File: src/hdl/teq_pkg.sv
// teq_pkg: types, constants and pointer helpers for the timed event queue.
// Used by every module of the block; no dependencies.
`default_nettype none

package teq_pkg;

    localparam int QUEUE_DEPTH = 16;
    localparam int PTR_W       = $clog2(QUEUE_DEPTH);
    localparam int CNT_W       = $clog2(QUEUE_DEPTH + 1);

    localparam int TIME_W      = 32;
    localparam int KIND_W      = 2;
    localparam int DATA_W      = 32;
    localparam int CMD_W       = 3;
    localparam int STATUS_W    = 2;
    localparam int COUNT_OUT_W = 7;

    typedef enum logic [CMD_W-1:0] {
        CMD_SCHEDULE = 3'd0,
        CMD_STEP     = 3'd1,
        CMD_RUN      = 3'd2,
        CMD_READ     = 3'd3,
        CMD_CLEAR    = 3'd4
    } t_cmd;

    typedef enum logic [STATUS_W-1:0] {
        ST_OK      = 2'd0,
        ST_FULL    = 2'd1,
        ST_NOT_DUE = 2'd2
    } t_status;

    typedef enum logic [2:0] {
        S_IDLE,
        S_SCH_CMP,
        S_SCH_PUT,
        S_STEP_CHK,
        S_RUN_CHK,
        S_DONE
    } t_state;

    typedef struct packed {
        logic [TIME_W-1:0] tstamp;
        logic [KIND_W-1:0] kind;
        logic [DATA_W-1:0] data;
    } t_entry;

    typedef struct packed {
        logic             en;
        logic [PTR_W-1:0] addr;
        t_entry           entry;
    } t_wr_req;

    typedef struct packed {
        logic [TIME_W-1:0] diff;
        logic              le;
        logic              eq;
    } t_cmp_res;

    // (p + k) modulo QUEUE_DEPTH, both operands below QUEUE_DEPTH
    function automatic logic [PTR_W-1:0] ptr_add(input logic [PTR_W-1:0] p,
                                                 input logic [PTR_W-1:0] k);
        logic [PTR_W:0] s;
        s = {1'b0, p} + {1'b0, k};
        if (s >= (PTR_W + 1)'(QUEUE_DEPTH)) begin
            s = s - (PTR_W + 1)'(QUEUE_DEPTH);
        end
        return s[PTR_W-1:0];
    endfunction

endpackage

`default_nettype wire

File: src/hdl/teq_store.sv
// teq_store: circular event store, one write and one registered read port.
// Depends on teq_pkg.
`default_nettype none

module teq_store (
    input  wire logic                    i_clk,
    input  wire teq_pkg::t_wr_req        i_wr,
    input  wire logic [teq_pkg::PTR_W-1:0] i_rd_addr,
    output teq_pkg::t_entry              o_rd_data
);
    import teq_pkg::*;

    t_entry r_mem [QUEUE_DEPTH];
    t_entry r_rd_data;

    always_ff @(posedge i_clk) begin
        if (i_wr.en) begin
            r_mem[i_wr.addr] <= i_wr.entry;
        end
    end

    always_ff @(posedge i_clk) begin
        r_rd_data <= r_mem[i_rd_addr];
    end

    assign o_rd_data = r_rd_data;

endmodule

`default_nettype wire

File: src/hdl/teq_cmp.sv
// teq_cmp: shared distance unit, (a - b) mod 2^32 compared against a limit.
// Depends on teq_pkg.
`default_nettype none

module teq_cmp (
    input  wire logic [teq_pkg::TIME_W-1:0] i_a,
    input  wire logic [teq_pkg::TIME_W-1:0] i_b,
    input  wire logic [teq_pkg::TIME_W-1:0] i_lim,
    output teq_pkg::t_cmp_res               o_res
);
    import teq_pkg::*;

    logic [TIME_W-1:0] diff;

    assign diff       = i_a - i_b;
    assign o_res.diff = diff;
    assign o_res.le   = (diff <= i_lim);
    assign o_res.eq   = (diff == '0);

endmodule

`default_nettype wire

File: src/hdl/teq_ctrl.sv
// teq_ctrl: command sequencer, queue pointers, simulated clock, output register.
// Depends on teq_pkg; drives teq_store and teq_cmp.
`default_nettype none

module teq_ctrl (
    input  wire logic                          i_clk,
    input  wire logic                          i_rst_n,
    input  wire logic                          i_in_valid,
    output logic                               o_in_ready,
    input  wire logic [teq_pkg::CMD_W-1:0]     i_command,
    input  wire logic [teq_pkg::TIME_W-1:0]    i_delay,
    input  wire logic [teq_pkg::KIND_W-1:0]    i_event_kind,
    input  wire logic [teq_pkg::DATA_W-1:0]    i_event_payload,
    input  wire logic [teq_pkg::TIME_W-1:0]    i_target_time,
    output logic                               o_out_valid,
    input  wire logic                          i_out_ready,
    output logic [teq_pkg::STATUS_W-1:0]       o_status,
    output logic [teq_pkg::KIND_W-1:0]         o_fired_kind,
    output logic [teq_pkg::DATA_W-1:0]         o_fired_payload,
    output logic [teq_pkg::TIME_W-1:0]         o_fired_time,
    output logic [teq_pkg::TIME_W-1:0]         o_now_time,
    output logic [teq_pkg::COUNT_OUT_W-1:0]    o_retired_count,
    output logic [teq_pkg::COUNT_OUT_W-1:0]    o_queued_count,
    output teq_pkg::t_wr_req                   o_wr,
    output logic [teq_pkg::PTR_W-1:0]          o_rd_addr,
    input  wire teq_pkg::t_entry               i_rd_data,
    output logic [teq_pkg::TIME_W-1:0]         o_cmp_a,
    output logic [teq_pkg::TIME_W-1:0]         o_cmp_b,
    output logic [teq_pkg::TIME_W-1:0]         o_cmp_lim,
    input  wire teq_pkg::t_cmp_res             i_cmp
);
    import teq_pkg::*;

    t_state              r_state,   n_state;
    logic [CNT_W-1:0]    r_occ,     n_occ;
    logic [PTR_W-1:0]    r_head,    n_head;
    logic [PTR_W-1:0]    r_idx,     n_idx;
    logic [TIME_W-1:0]   r_now,     n_now;
    logic [TIME_W-1:0]   r_delay,   n_delay;
    logic [TIME_W-1:0]   r_span,    n_span;
    logic [TIME_W-1:0]   r_target,  n_target;
    t_entry              r_new,     n_new;
    t_status             r_status,  n_status;
    t_entry              r_fired,   n_fired;
    logic [CNT_W-1:0]    r_retired, n_retired;

    logic                r_ov,      n_ov;
    t_status             r_o_status,  n_o_status;
    t_entry              r_o_fired,   n_o_fired;
    logic [TIME_W-1:0]   r_o_now,     n_o_now;
    logic [CNT_W-1:0]    r_o_retired, n_o_retired;
    logic [CNT_W-1:0]    r_o_occ,     n_o_occ;

    logic                accept;
    logic [PTR_W-1:0]    tail_idx;
    logic [PTR_W-1:0]    one_idx;

    assign accept   = i_in_valid && (r_state == S_IDLE);
    assign tail_idx = (r_occ != '0) ? PTR_W'(r_occ - 1'b1) : '0;
    assign one_idx  = PTR_W'(1);

    always_ff @(posedge i_clk) begin
        if (!i_rst_n) begin
            r_state <= S_IDLE;
            r_occ   <= '0;
            r_head  <= '0;
            r_now   <= '0;
            r_ov    <= 1'b0;
        end else begin
            r_state <= n_state;
            r_occ   <= n_occ;
            r_head  <= n_head;
            r_now   <= n_now;
            r_ov    <= n_ov;
        end
    end

    always_ff @(posedge i_clk) begin
        r_idx       <= n_idx;
        r_delay     <= n_delay;
        r_span      <= n_span;
        r_target    <= n_target;
        r_new       <= n_new;
        r_status    <= n_status;
        r_fired     <= n_fired;
        r_retired   <= n_retired;
        r_o_status  <= n_o_status;
        r_o_fired   <= n_o_fired;
        r_o_now     <= n_o_now;
        r_o_retired <= n_o_retired;
        r_o_occ     <= n_o_occ;
    end

    always_comb begin
        n_state     = r_state;
        n_occ       = r_occ;
        n_head      = r_head;
        n_idx       = r_idx;
        n_now       = r_now;
        n_delay     = r_delay;
        n_span      = r_span;
        n_target    = r_target;
        n_new       = r_new;
        n_status    = r_status;
        n_fired     = r_fired;
        n_retired   = r_retired;
        n_ov        = r_ov;
        n_o_status  = r_o_status;
        n_o_fired   = r_o_fired;
        n_o_now     = r_o_now;
        n_o_retired = r_o_retired;
        n_o_occ     = r_o_occ;

        o_wr        = '0;
        o_rd_addr   = r_head;
        o_cmp_a     = i_rd_data.tstamp;
        o_cmp_b     = r_now;
        o_cmp_lim   = r_span;

        if (r_ov && i_out_ready) begin
            n_ov = 1'b0;
        end

        case (r_state)
            S_IDLE: begin
                o_cmp_a = i_target_time;
                if (t_cmd'(i_command) == CMD_SCHEDULE) begin
                    o_rd_addr = ptr_add(r_head, tail_idx);
                end
                if (accept) begin
                    n_status  = ST_OK;
                    n_fired   = '0;
                    n_retired = '0;
                    n_delay   = i_delay;
                    n_target  = i_target_time;
                    n_new     = '{tstamp: r_now + i_delay, kind: i_event_kind,
                                  data: i_event_payload};
                    n_state   = S_DONE;
                    case (t_cmd'(i_command))
                        CMD_SCHEDULE: begin
                            if (r_occ >= CNT_W'(QUEUE_DEPTH)) begin
                                n_status = ST_FULL;
                            end else if (r_occ == '0) begin
                                o_wr.en    = 1'b1;
                                o_wr.addr  = r_head;
                                o_wr.entry = n_new;
                                n_occ      = r_occ + 1'b1;
                            end else begin
                                n_idx   = tail_idx;
                                n_state = S_SCH_CMP;
                            end
                        end
                        CMD_STEP: begin
                            if (r_occ == '0) begin
                                n_status = ST_NOT_DUE;
                            end else begin
                                n_state = S_STEP_CHK;
                            end
                        end
                        CMD_RUN: begin
                            n_span = i_cmp.diff;
                            if (r_occ == '0) begin
                                n_now = i_target_time;
                            end else begin
                                n_state = S_RUN_CHK;
                            end
                        end
                        CMD_CLEAR: begin
                            n_occ  = '0;
                            n_now  = '0;
                            n_head = '0;
                        end
                        default: begin
                        end
                    endcase
                end
            end

            // walk from the tail toward the head, moving later events back one slot
            S_SCH_CMP: begin
                o_cmp_lim  = r_delay;
                o_rd_addr  = ptr_add(r_head, (r_idx != '0) ? r_idx - 1'b1 : '0);
                o_wr.en    = 1'b1;
                o_wr.addr  = ptr_add(r_head, r_idx + 1'b1);
                o_wr.entry = i_cmp.le ? r_new : i_rd_data;
                if (i_cmp.le) begin
                    n_occ   = r_occ + 1'b1;
                    n_state = S_DONE;
                end else if (r_idx == '0) begin
                    o_wr.en = 1'b1;
                    n_state = S_SCH_PUT;
                end else begin
                    n_idx = r_idx - 1'b1;
                end
            end

            S_SCH_PUT: begin
                o_wr.en    = 1'b1;
                o_wr.addr  = r_head;
                o_wr.entry = r_new;
                n_occ      = r_occ + 1'b1;
                n_state    = S_DONE;
            end

            S_STEP_CHK: begin
                if (i_cmp.eq) begin
                    n_fired = i_rd_data;
                    n_head  = ptr_add(r_head, one_idx);
                    n_occ   = r_occ - 1'b1;
                end else begin
                    n_status = ST_NOT_DUE;
                end
                n_state = S_DONE;
            end

            // one retired event per cycle; the read of the next head overlaps the check
            S_RUN_CHK: begin
                o_rd_addr = ptr_add(r_head, one_idx);
                if ((r_occ != '0) && i_cmp.le) begin
                    n_head    = ptr_add(r_head, one_idx);
                    n_occ     = r_occ - 1'b1;
                    n_retired = r_retired + 1'b1;
                end else begin
                    n_now   = r_target;
                    n_state = S_DONE;
                end
            end

            S_DONE: begin
                if (!r_ov || i_out_ready) begin
                    n_ov        = 1'b1;
                    n_o_status  = r_status;
                    n_o_fired   = r_fired;
                    n_o_now     = r_now;
                    n_o_retired = r_retired;
                    n_o_occ     = r_occ;
                    n_state     = S_IDLE;
                end
            end

            default: begin
                n_state = S_IDLE;
            end
        endcase
    end

    assign o_in_ready      = (r_state == S_IDLE);
    assign o_out_valid     = r_ov;
    assign o_status        = r_o_status;
    assign o_fired_kind    = r_o_fired.kind;
    assign o_fired_payload = r_o_fired.data;
    assign o_fired_time    = r_o_fired.tstamp;
    assign o_now_time      = r_o_now;
    assign o_retired_count = COUNT_OUT_W'(r_o_retired);
    assign o_queued_count  = COUNT_OUT_W'(r_o_occ);

endmodule

`default_nettype wire

File: src/hdl/timed_event_queue.sv
// timed_event_queue: top level of the time-ordered event queue.
// Depends on teq_pkg, teq_store, teq_cmp and teq_ctrl.
//
// A bounded queue of timed events kept sorted by distance ahead of a 32-bit
// simulated clock that wraps. Commands: 0 schedule (insert at now + delay,
// behind equal times), 1 step (pop the head if it is due now), 2 run until
// target (retire everything due up to the target, then set now to it),
// 3 read time, 4 clear; codes 5 to 7 behave as read time. Events sit in a
// circular store with one read and one write port, and one subtract/compare
// unit is reused by a sequencer, so a command is taken only when the previous
// one is finished. Read time, clear and the full/empty cases go straight to
// the result, step checks the head once, schedule moves back each queued
// event that sorts after the new one (one store move per cycle), and run
// until target checks and retires the due events one after another. A
// finished result waits in an output register, so the next transaction may
// be accepted while it is still pending.
`default_nettype none

module timed_event_queue (
    input  wire logic                          i_clk,
    input  wire logic                          i_rst_n,
    input  wire logic                          i_in_valid,
    output logic                               o_in_ready,
    input  wire logic [teq_pkg::CMD_W-1:0]     i_command,
    input  wire logic [teq_pkg::TIME_W-1:0]    i_delay,
    input  wire logic [teq_pkg::KIND_W-1:0]    i_event_kind,
    input  wire logic [teq_pkg::DATA_W-1:0]    i_event_payload,
    input  wire logic [teq_pkg::TIME_W-1:0]    i_target_time,
    output logic                               o_out_valid,
    input  wire logic                          i_out_ready,
    output logic [teq_pkg::STATUS_W-1:0]       o_status,
    output logic [teq_pkg::KIND_W-1:0]         o_fired_kind,
    output logic [teq_pkg::DATA_W-1:0]         o_fired_payload,
    output logic [teq_pkg::TIME_W-1:0]         o_fired_time,
    output logic [teq_pkg::TIME_W-1:0]         o_now_time,
    output logic [teq_pkg::COUNT_OUT_W-1:0]    o_retired_count,
    output logic [teq_pkg::COUNT_OUT_W-1:0]    o_queued_count
);
    import teq_pkg::*;

    t_wr_req            wr;
    logic [PTR_W-1:0]   rd_addr;
    t_entry             rd_data;
    logic [TIME_W-1:0]  cmp_a;
    logic [TIME_W-1:0]  cmp_b;
    logic [TIME_W-1:0]  cmp_lim;
    t_cmp_res           cmp_res;

    teq_store u_store (
        .i_clk     (i_clk),
        .i_wr      (wr),
        .i_rd_addr (rd_addr),
        .o_rd_data (rd_data)
    );

    teq_cmp u_cmp (
        .i_a   (cmp_a),
        .i_b   (cmp_b),
        .i_lim (cmp_lim),
        .o_res (cmp_res)
    );

    teq_ctrl u_ctrl (
        .i_clk           (i_clk),
        .i_rst_n         (i_rst_n),
        .i_in_valid      (i_in_valid),
        .o_in_ready      (o_in_ready),
        .i_command       (i_command),
        .i_delay         (i_delay),
        .i_event_kind    (i_event_kind),
        .i_event_payload (i_event_payload),
        .i_target_time   (i_target_time),
        .o_out_valid     (o_out_valid),
        .i_out_ready     (i_out_ready),
        .o_status        (o_status),
        .o_fired_kind    (o_fired_kind),
        .o_fired_payload (o_fired_payload),
        .o_fired_time    (o_fired_time),
        .o_now_time      (o_now_time),
        .o_retired_count (o_retired_count),
        .o_queued_count  (o_queued_count),
        .o_wr            (wr),
        .o_rd_addr       (rd_addr),
        .i_rd_data       (rd_data),
        .o_cmp_a         (cmp_a),
        .o_cmp_b         (cmp_b),
        .o_cmp_lim       (cmp_lim),
        .i_cmp           (cmp_res)
    );

    // a full report must come with a full queue
    a_full_count: assert property (@(posedge i_clk) disable iff (!i_rst_n)
        (o_out_valid && (o_status == ST_FULL)) |->
            (o_queued_count == COUNT_OUT_W'(QUEUE_DEPTH)))
        else $error("full status with queue not full");

    // only a fired event carries fired fields, and run-until never fires one
    a_fired_zero: assert property (@(posedge i_clk) disable iff (!i_rst_n)
        (o_out_valid && ((o_status != ST_OK) || (o_retired_count != '0))) |->
            ((o_fired_time == '0) && (o_fired_payload == '0) && (o_fired_kind == '0)))
        else $error("fired fields set without a fired event");

    // the store is written only while a transaction is in progress
    a_wr_busy: assert property (@(posedge i_clk) disable iff (!i_rst_n)
        (wr.en && o_in_ready) |-> (i_in_valid && (i_command == CMD_SCHEDULE)))
        else $error("store write while idle");

    // the queue never reports more than its depth
    a_occ_bound: assert property (@(posedge i_clk) disable iff (!i_rst_n)
        o_out_valid |-> (o_queued_count <= COUNT_OUT_W'(QUEUE_DEPTH)))
        else $error("queued count beyond depth");

endmodule

`default_nettype wire
File: config.mk
export PLATFORM = sky130hd
export DESIGN_NAME = timed_event_queue
export DESIGN_NICKNAME = d
export VERILOG_FILES = /design/src/hdl/teq_pkg.sv /design/src/hdl/teq_store.sv /design/src/hdl/teq_cmp.sv /design/src/hdl/teq_ctrl.sv /design/src/hdl/timed_event_queue.sv
export SDC_FILE = /design/constraint.sdc
export NUM_CORES = 2
export LEC_CHECK = 0
export BUFFER_PORTS_ARGS = -buffer_cell sky130_fd_sc_hd__buf_2
export CELL_PAD_IN_SITES_DETAIL_PLACEMENT = 1
export CELL_PAD_IN_SITES_GLOBAL_PLACEMENT = 2
export CORE_MARGIN = 3
export CORE_UTILIZATION = 47
export CTS_CLUSTER_SIZE = 14
export DETAILED_ROUTE_END_ITERATION = 6
export PLACE_DENSITY_LB_ADDON = 0.1
export SETUP_SLACK_MARGIN = 0.1
export SLEW_MARGIN = 5
export SYNTH_ARGS = -nofsm -noshare
export SYNTH_HDL_FRONTEND = slang
export SYNTH_SLANG_ARGS = --single-unit
File: constraint.sdc
create_clock -name i_clk -period 13 [get_ports i_clk]
set_input_delay 1.95 -clock i_clk [delete_from_list [all_inputs] [get_ports i_clk]]
set_output_delay 1.95 -clock i_clk [all_outputs]
set_load 0.02 [all_outputs]
==> flow_summary.toml <==
[placed_design]
place_congestion = 0.889
place_area_mm2 = 0.0653
hpwl_um = 99400
dp_slack_ns = 2.94
port_buffers = 216
dp.cells = 5460

[clock_tree]
cts_resized = 0
clockRootBuffer = "clkbuf_16"
cts_max_path_buffers = 3
htree_num_levels = 4
postCtsSetupBuffers = 0
clk_latency_ns = 0.79
cts_made_buffers = 158
cts_sinks = 1516
cts_tree = "done"
path_clk_slew_ns = 0.06
holdBufCountCts = 0

[drt]
drtPass1Iterations = 7
route.detailed.vias_per_inst = 6.01
wl_per_cell_um = 29.9
ant_nets = 0
drc = 0
first_iter_violations = 3272
num_vias = 34600
drt-total-wl_um = 172000

[timing]
max_freq_ghz = 0.104
tightestPinTransition_ns = 1.08
slew_violations = 0
slew_headroom = 0.268
finClkSkew_ns = 0.0239
final-setup-viol-count = 0
hold_viol = 0
period_minus_slack_ns = 9.59
fin_ws_ns = 3.41
grt_setup_unrepaired = "false"
tns_ns = 0
fin_crit_sh = 0.738

[pwr]
power_density_mw_per_mm2 = 290
p_total_w = 0.0204
power.leakage_nw = 24.7
vdd_drop_max_mv = 0.213

[floorplanning]
coreArea_mm2 = 0.130
ios = 221
die_h_um = 369
rows = 132
die_width_um = 369
initial_core_util = 0.476
dieArea_mm2 = 0.136

[grt]
grt_usage = 0.251
grt_most_used_layer = "met2"
first_global_vias = 36500
met2_usage = 0.424
overflow = 0
grt_use_met1 = 0.344
grt_pass1_wl_um = 250000
met3_usage = 0.0370
grt_start_max_net_pins = 149
antenna_found_initial = 6

[synthesis]
yosys_warnings = 0
synth-main-ff-cell = "edfxtp_1"
ys_ff_latch = 1516
synth_cell_types = 90
synth_cells = 3615
synth_area_leaders = "edfxtp_1 (68%), mux4_2 (9.6%), dfxtp_1 (3.6%), ha_1 (2.2%), nand2_1 (1.7%)"
seq_area_frac_synth = 0.716
synth_top_area_frac = 0.681
synth_top_cell_by_area = "edfxtp_1"
synth_edf_count = 1405
synth_area_per_cell_um2 = 17.1
synth-async-reset-ratio = 0
synth.cell_area_mm2 = 0.0620

[final_layout]
fin_cells = 5753
layout.nets = 4099
antenna_cells = 0
drive_gt1_frac = 0.206
fin_area_mm2 = 0.0704
area_growth_pct = 13.6
fillCellCount = 11900

[worst_setup_path]
crit_type = "flip-flop to flip-flop"
required_ns = 13.51
cp-startpoint = "u_ctrl.r_state[2]"
crit_arrival_ns = 10.10
path_max_fanout = 38
endpoint = "u_store.r_mem[15][55]"
critPathLaunchType = "flip-flop"
slowest_delay_ns = 0.97
r2r_setup_slack_ns = 3.41
r2r-end = "u_store.r_mem[15][55]"
end_kind = "flip-flop"
r2r_start = "u_ctrl.r_state[2]"
critPathBufInv = 4
worstRegToRegCells = 25
cpMaxStageDelayCell = "dfxtp_1"
crit_family = "compound AO/OA/AOI/OAI gates"
worst-path-stages = 25

[job]
maxCapViolations = 0

[min_path]
hold_depth = 0
hold_class = "flip-flop to flip-flop"
hp-start = "u_ctrl.r_status[1]"

[status]
status = "complete, no violations"
worst min path at each step:
stage / slack [ns] / to
finish: 0.42 / u_ctrl.o_status[1]
global route: 0.43 / u_ctrl.o_fired_time[6]
CTS: 0.42 / u_ctrl.o_fired_time[6]
detailed placement: 0.41 / u_ctrl.o_fired_time[6]
global placement: 0.40 / u_ctrl.o_fired_payload[4]
floorplan: 0.40 / u_ctrl.o_fired_kind[0]
layout make-up:
class,instances,area (um2),area share
inverters,73,279,0.00396
clock inverters,83,828,0.0118
flip-flops and latches,1516,44400,0.631
clock buffers,210,4280,0.0607
repair buffers,282,1640,0.0233
well taps,1742,2180,0.0310
multi-input cells,1847,16800,0.239
synthesized netlist by cell type, types with 10 or more instances:
cell	number
clkbuf_1	127
buf_2	34
nand2b_1	11
dfxtp_1	111
mux2i_1	106
nor2b_1	75
buf_1	12
and3_1	16
nand2_1	287
o211ai_1	13
xor2_1	26
o21bai_1	10
edfxtp_1	1405
xnor2_1	47
nor2_1	98
mux4_2	264
inv_1	70
a21o_1	31
o21a_1	12
ha_1	111
a22oi_1	95
a21oi_1	184
nor3_1	22
o21ai_0	60
and2_1	74
nand4_1	13
a31oi_1	11
nand3_1	26
a211oi_1	108
where the power goes:
part	leakage, nW	internal, W	total (W)	switching, W
clock network	2.48	0.00258	0.00445	0.00187
logic	8.21	0.00287	0.00826	0.00539
registers	14.0	0.00727	0.00770	0.000434
total	24.7	0.0127	0.0204	0.00770
stage by stage:
step,util,hold slack (ns)
finish,0.540,0.418
global route,0.540,0.426
CTS,0.540,0.420
detailed placement,0.501,0.406
global placement,0.501,0.401
floorplan,-,0.400
state kept, by name, indices dropped and copies added, names as in the netlist, 66 cells and up:
register and flops:
u_store.r_mem 1056, u_ctrl.r_fired 66, u_ctrl.r_new 66, u_store.o_rd_data 66
kinds of logic after synthesis:
| logic type | Yosys count | synth area share |
|---|---|---|
| flip-flops | 1516 | 0.716 |
| AND/OR/NAND/NOR | 672 | 0.0529 |
| AO/OA/AOI/OAI | 612 | 0.0665 |
| multiplexers | 370 | 0.113 |
| buffers and inverters | 255 | 0.0168 |
| adder cells (fa/ha/maj) | 116 | 0.0240 |
| XOR/XNOR | 73 | 0.0103 |
| other | 1 | 0.0000605 |
routing by layer:
metal,share of wire,up-vias
met2,0.50,1103
li1,-,14900
met4,0.023,0
met1,0.43,18300
met5,0,-
met3,0.053,229
cells in the final DEF, fill, tap and decap left out, types with 45 or more instances in the layout:
cell,synthesis,layout
a211oi_1,108,108
a21oi_1,184,182
a22oi_1,95,95
and2_1,74,73
buf_2,34,216
buf_4,6,61
clkbuf_1,127,45
clkbuf_16,0,163
dfxtp_1,111,111
edfxtp_1,1405,1405
ha_1,111,111
inv_1,70,69
mux2i_1,106,106
mux4_2,264,264
nand2_1,287,287
nor2_1,98,77
nor2b_1,75,74
o21ai_0,60,59
xnor2_1,47,47
Note: power is estimated with default switching activity, not from simulation.
